===== src/mrp_pkg.sv =====
// Shared types and constants for the Miller-Rabin primality test block.
package mrp_pkg;

	localparam int NUMBER_BITS = 63;
	localparam int CNT_W       = $clog2(NUMBER_BITS);
	localparam int S_TDATA_W   = ((2 * NUMBER_BITS + 7) / 8) * 8;
	localparam int M_TDATA_W   = 8;

	typedef logic [NUMBER_BITS-1:0] num_t;
	typedef logic [CNT_W-1:0]       cnt_t;

	typedef enum logic [3:0] {
		ST_IDLE,
		ST_CLASSIFY,
		ST_STRIP,
		ST_REDUCE,
		ST_POW,
		ST_PMUL,
		ST_PSQR,
		ST_CHECK,
		ST_SQR,
		ST_FINISH
	} state_t;

	typedef struct packed {
		logic start;
		num_t a;
		num_t b;
		num_t m;
	} mul_req_t;

	typedef struct packed {
		logic done;
		num_t p;
	} mul_rsp_t;

endpackage


===== src/mrp_mulmod.sv =====
// Shared modular multiplier: (a * b) mod m, one bit of b per cycle by shift-add.
module mrp_mulmod (
	input  logic             clk,
	input  logic             arst_n,
	input  mrp_pkg::mul_req_t req,
	output mrp_pkg::mul_rsp_t rsp
);
	import mrp_pkg::*;

	num_t                   acc_q;
	num_t                   a_q;
	num_t                   b_q;
	num_t                   m_q;
	cnt_t                   cnt_q;
	logic                   busy_q;
	logic                   done_q;
	logic [NUMBER_BITS+1:0] sum;
	logic [NUMBER_BITS+1:0] m1;
	logic [NUMBER_BITS+1:0] m2;
	num_t                   acc_next;

	// 2*acc + bit*a stays below 3m; remove m or 2m
	always_comb begin
		sum = {1'b0, acc_q, 1'b0} + (b_q[NUMBER_BITS-1] ? {2'b00, a_q} : '0);
		m1  = {2'b00, m_q};
		m2  = {1'b0, m_q, 1'b0};
		if (sum >= m2) begin
			acc_next = num_t'(sum - m2);
		end else if (sum >= m1) begin
			acc_next = num_t'(sum - m1);
		end else begin
			acc_next = num_t'(sum);
		end
	end

	always_ff @(posedge clk or negedge arst_n) begin
		if (!arst_n) begin
			busy_q <= 1'b0;
			done_q <= 1'b0;
			cnt_q  <= '0;
		end else begin
			done_q <= 1'b0;
			if (req.start) begin
				busy_q <= 1'b1;
				cnt_q  <= cnt_t'(NUMBER_BITS - 1);
			end else if (busy_q) begin
				cnt_q <= cnt_q - 1'b1;
				if (cnt_q == '0) begin
					busy_q <= 1'b0;
					done_q <= 1'b1;
				end
			end
		end
	end

	always_ff @(posedge clk) begin
		if (req.start) begin
			acc_q <= '0;
			a_q   <= req.a;
			b_q   <= req.b;
			m_q   <= req.m;
		end else if (busy_q) begin
			acc_q <= acc_next;
			b_q   <= {b_q[NUMBER_BITS-2:0], 1'b0};
		end
	end

	assign rsp.done = done_q;
	assign rsp.p    = acc_q;

endmodule


===== config.mk =====
export PLATFORM = sky130hd
export DESIGN_NAME = mrp_mulmod
export DESIGN_NICKNAME = d
export VERILOG_FILES = /design/src/mrp_pkg.sv /design/src/mrp_mulmod.sv
export SDC_FILE = /design/constraint.sdc
export NUM_CORES = 1
export LEC_CHECK = 0
export BUFFER_PORTS_ARGS = -buffer_cell sky130_fd_sc_hd__buf_2
export CORE_ASPECT_RATIO = 1.4
export CORE_UTILIZATION = 50
export CTS_CLUSTER_DIAMETER = 200
export DETAILED_ROUTE_END_ITERATION = 10
export GPL_ROUTABILITY_DRIVEN = 0
export PLACE_DENSITY_LB_ADDON = 0.2
export SYNTH_ARGS = -nofsm -noshare
export SYNTH_HDL_FRONTEND = slang
export SYNTH_SLANG_ARGS = --single-unit

===== constraint.sdc =====
create_clock -name clk -period 8.3 [get_ports clk]
set_input_delay 1.66 -clock clk [delete_from_list [all_inputs] [get_ports clk]]
set_output_delay 1.66 -clock clk [all_outputs]
set_load 0.03 [all_outputs]

==> qor.log <==
[setup_path] critical path data arrival time 8.20 ns
[min_path] Min-Delay Path Class reg -> reg
[cts] cts bufs inserted 29
[timing] Final setup viols 0
[cts] number of H-tree branching levels 1
[routing] met2 wire len 35900 µm
[routing] mean routed wirelength per cell 23.3 µm
[cts] clock transition at the registers of the reported paths 0.06 ns
[floorplan] number of placement rows 90
[setup_path] critical path required time 8.80 ns
[cts] TritonCTS clock tree yes
[global_routing] first-pass GRT wire length 114000 µm
[floorplan] boundary pin count 256
[setup_path] Worst R2R End acc_q[45]
[setup_path] slowest cell on the critical path nor4_1
[cts] count of buffers added by post-CTS timing repair for setup 0
[setup_path] startpoint type of the worst setup path flop
[setup_path] Setup CP Type reg -> reg
[routing] WL met1 25200 µm
[setup_path] gate family responsible for the most delay along the worst path simple AND/OR/NAND/NOR gates
[setup_path] FF-to-FF Start b_q[62]
[global_routing] antenna violations before repair 9
[timing] tightest slew margin relative to the limit 19.8%
[job] max-cap violation count 0
[setup_path] Critical Path Start b_q[62]
[floorplan] Chip Width 179 µm
[routing] vias after detailed routing 20800
[timing] setup total negative slack 0 ns
[setup_path] setup slack of the worst register-to-register path 0.60 ns
[yosys] post-synthesis cell count 2481
[setup_path] path depth of the worst reg2reg path 23
[timing] Fin. Hold Viols 0
[yosys] distinct cell type count of the synthesized netlist 88
[status] run status complete, no violations
[cts] Skew-Pair Late Insertion Delay 0.61 ns
[placement] HPWL reported at the end of detailed placement 59500 µm
[power_and_ir_drop] Pwr per Cell Area 465 nW/µm²
[setup_path] worst-path maximum fanout 30
[global_routing] overall routing resource usage 33.8%
[routing] DR pass1 iterations 6
[yosys] Synth Cell Area 21900 µm²
[yosys] mean instance size in the synthesized netlist 8.82 µm²
[power_and_ir_drop] Clock Power Share 11.4%
[routing] count of nets left with antenna violations after detail routing 0
[power_and_ir_drop] leakage power 10.7 nW
[timing] post-route fraction of the period consumed by the critical path 92.8%
[floorplan] starting density of the core 50.7%
[cts] root buf cell clkbuf_16
[floorplan] core region area 43100 µm²
[power_and_ir_drop] register share of total power 16.2%
[yosys] portion of the post-synthesis area used by sequential elements 32.6%
[yosys] number of synthesized register bits 260
[routing] uppermost layer routed met5
[floorplan] die area 44600 µm²
[final_layout] net total in the final layout 3054
[setup_path] delay of the slowest cell on the worst path 1.04 ns
[power_and_ir_drop] cell internal pwr 5.28 mW
[final_layout] Sequential cell area 7140 µm²
[final_layout] area of the multi-input gates 13800 µm²
[routing] # DRC 0
[final_layout] most common cell after layout, fill and taps aside buf_2
[routing] mean number of vias per cell 6.40
[global_routing] gr ovfl total 0
[timing] Final Worst Setup Slack 0.600 ns
[placement] minimum setup slack after placement 0.843 ns
[power_and_ir_drop] switching share of power 53.7%
[setup_path] critical path capture point acc_q[45]
[timing] final max-slew violation count 0
[cts] total of cells resized after clock tree synthesis 0
[timing] setup repair after global routing missed its margin false
[yosys] Synth warnings 0
[timing] Worst Tran Pin Value 1.19 ns
[final_layout] total of fill cells in the finished design 3915
[cts] Clock Sink Count 260
[final_layout] share of cells above drive strength 1 16.1%
[yosys] share of flip-flops with an asynchronous set or reset 3.08%
[floorplan] Die Y 250 µm
[cts] hold buffer count at CTS 0
[global_routing] via count of the first global-routing pass 20600
[final_layout] growth of design area from synthesis to finish 12.1%
[timing] clock period minus final worst setup slack 7.70 ns
[global_routing] maximum number of pins on one net before global-route repair 84
[cts] Max clock buf depth 3
[setup_path] Crit. End Element flop
[final_layout] highest-count cells in the layout ignoring fill and taps buf_2, a21oi_1, ha_1, nand2_1, edfxtp_1
[routing] wirelength, routed 75700 µm
[yosys] Most used DFF post-synth edfxtp_1
[timing] skew final 0.0313 ns
[power_and_ir_drop] worst vdd ir 0.000309 V
[yosys] Post-synth EDFFs 189
[routing] met3 wire length 5600 µm
[routing] violation count after the first detailed-route iteration 1953
[timing] maximum operating frequency 0.130 GHz
[placement] Port Buffers 255
[power_and_ir_drop] switching power 6.12 mW
[setup_path] cell count along the critical path 23
[yosys] net count of the mapped netlist 2866
[setup_path] cell-by-cell trace of the critical path and2_1 > ha_1 > o21ai_0 > nor3_1 > a211oi_1 > o31ai_1 > a21o_1 > a21oi_1 > o21ai_0 > xor2_1 > ha_1 > nand4_1 > nor4_1 > nand4_1 > o211ai_1 > or3b_1 > o31ai_1 > o21ai_4 > nor2b_1 > buf_4 > or3b_1 > a21o_1 > a211oi_1
[min_path] Hold Path Depth 1
[power_and_ir_drop] combinational share of power 72.4%
[setup_path] WP buf/inv 1
-- stage by stage --
| step | hold slack [ns] | util, % | power (mW) | cells | cell area [µm²] |
|---|---|---|---|---|---|
| finish | 0.504 | 56.9 | 11.4 | 3251 | 24500 |
| global route | 0.529 | 56.8 | 12.0 | 3249 | 24500 |
| CTS | 0.511 | 56.8 | 11.0 | 3244 | 24500 |
| detailed placement | 0.496 | 54.6 | 9.68 | 3190 | 23600 |
| global placement | 0.508 | 54.6 | 9.61 | 3190 | 23600 |
| floorplan | 0.470 | - | 7.40 | 2481 | 21900 |
-- final cells by class --
| type | instances | area share, % |
|---|---|---|
| Sequential cell | 260 | 29.1 |
| Inverter | 124 | 1.90 |
| Multi-Input combinational cell | 1971 | 56.1 |
| Timing Repair Buffer | 283 | 6.15 |
| Clock buffer | 36 | 3.07 |
| Clock inverter | 18 | 0.806 |
| Tap cell | 552 | 2.82 |
| Antenna cell | 7 | 0.0714 |
-- per-layer routing --
layer | up-vias | GRT usage, %
met2 | 1098 | 56.3
met1 | 9609 | 34.7
li1 | 9641 | -
met4 | 2 | 32.9
met3 | 444 | 6.17
met5 | - | 0
-- Yosys cell counts (all sizes together) (50+ instances only) --
| library cell | number | area share, % |
|---|---|---|
| a21o | 98 | 3.4 |
| mux2 | 64 | 3.3 |
| nor3 | 50 | 1.1 |
| ha | 190 | 11 |
| edfxtp | 189 | 26 |
| nor2 | 171 | 2.9 |
| a211oi | 60 | 2.1 |
| xor2 | 68 | 2.7 |
| and2 | 76 | 2.2 |
| inv | 122 | 2.1 |
| xnor2 | 107 | 4.3 |
| nand4 | 59 | 1.7 |
| o21ai | 159 | 3.6 |
| dfxtp | 63 | 5.8 |
| nand2 | 190 | 3.3 |
| clkbuf | 99 | 1.7 |
| a21oi | 252 | 5.8 |
-- worst min-delay path by stage --
stage                 to  startpoint
3_5_place_dp      done_q    cnt_q[4]
4_1_cts           done_q    cnt_q[4]
3_3_place_gp   acc_q[61]   acc_q[61]
2_1_floorplan     done_q    cnt_q[4]
6_report          done_q    cnt_q[4]
5_1_grt           done_q    cnt_q[4]
-- power groups by stage --
| stage | combinational, mW | clock [mW] | sequential (mW) |
|---|---|---|---|
| 5_1_grt | 8.82 | 1.37 | 1.85 |
| 3_5_place_dp | 7.82 | 0 | 1.86 |
| 2_1_floorplan | 5.43 | 0 | 1.97 |
| 4_1_cts | 7.87 | 1.33 | 1.84 |
| 6_report | 8.25 | 1.30 | 1.85 |
| 3_3_place_gp | 7.75 | 0 | 1.86 |
-- registers in the layout (all words and copies together) (netlist names) --
name and count:
busy_q 1, cnt_q 6, m_q 63, a_q 63
b_q 63, done_q 1, acc_q 63
-- cell families after synthesis --
kind of cell,synth area share (%)
AO/OA/AOI/OAI,25.1
XOR/XNOR,7.01
adder cells (fa/ha/maj),11.1
buffers and inverters,4.61
flip-flops,32.6
multiplexers,4.44
AND/OR/NAND/NOR,15.1
(Power assumes the default switching activity.)
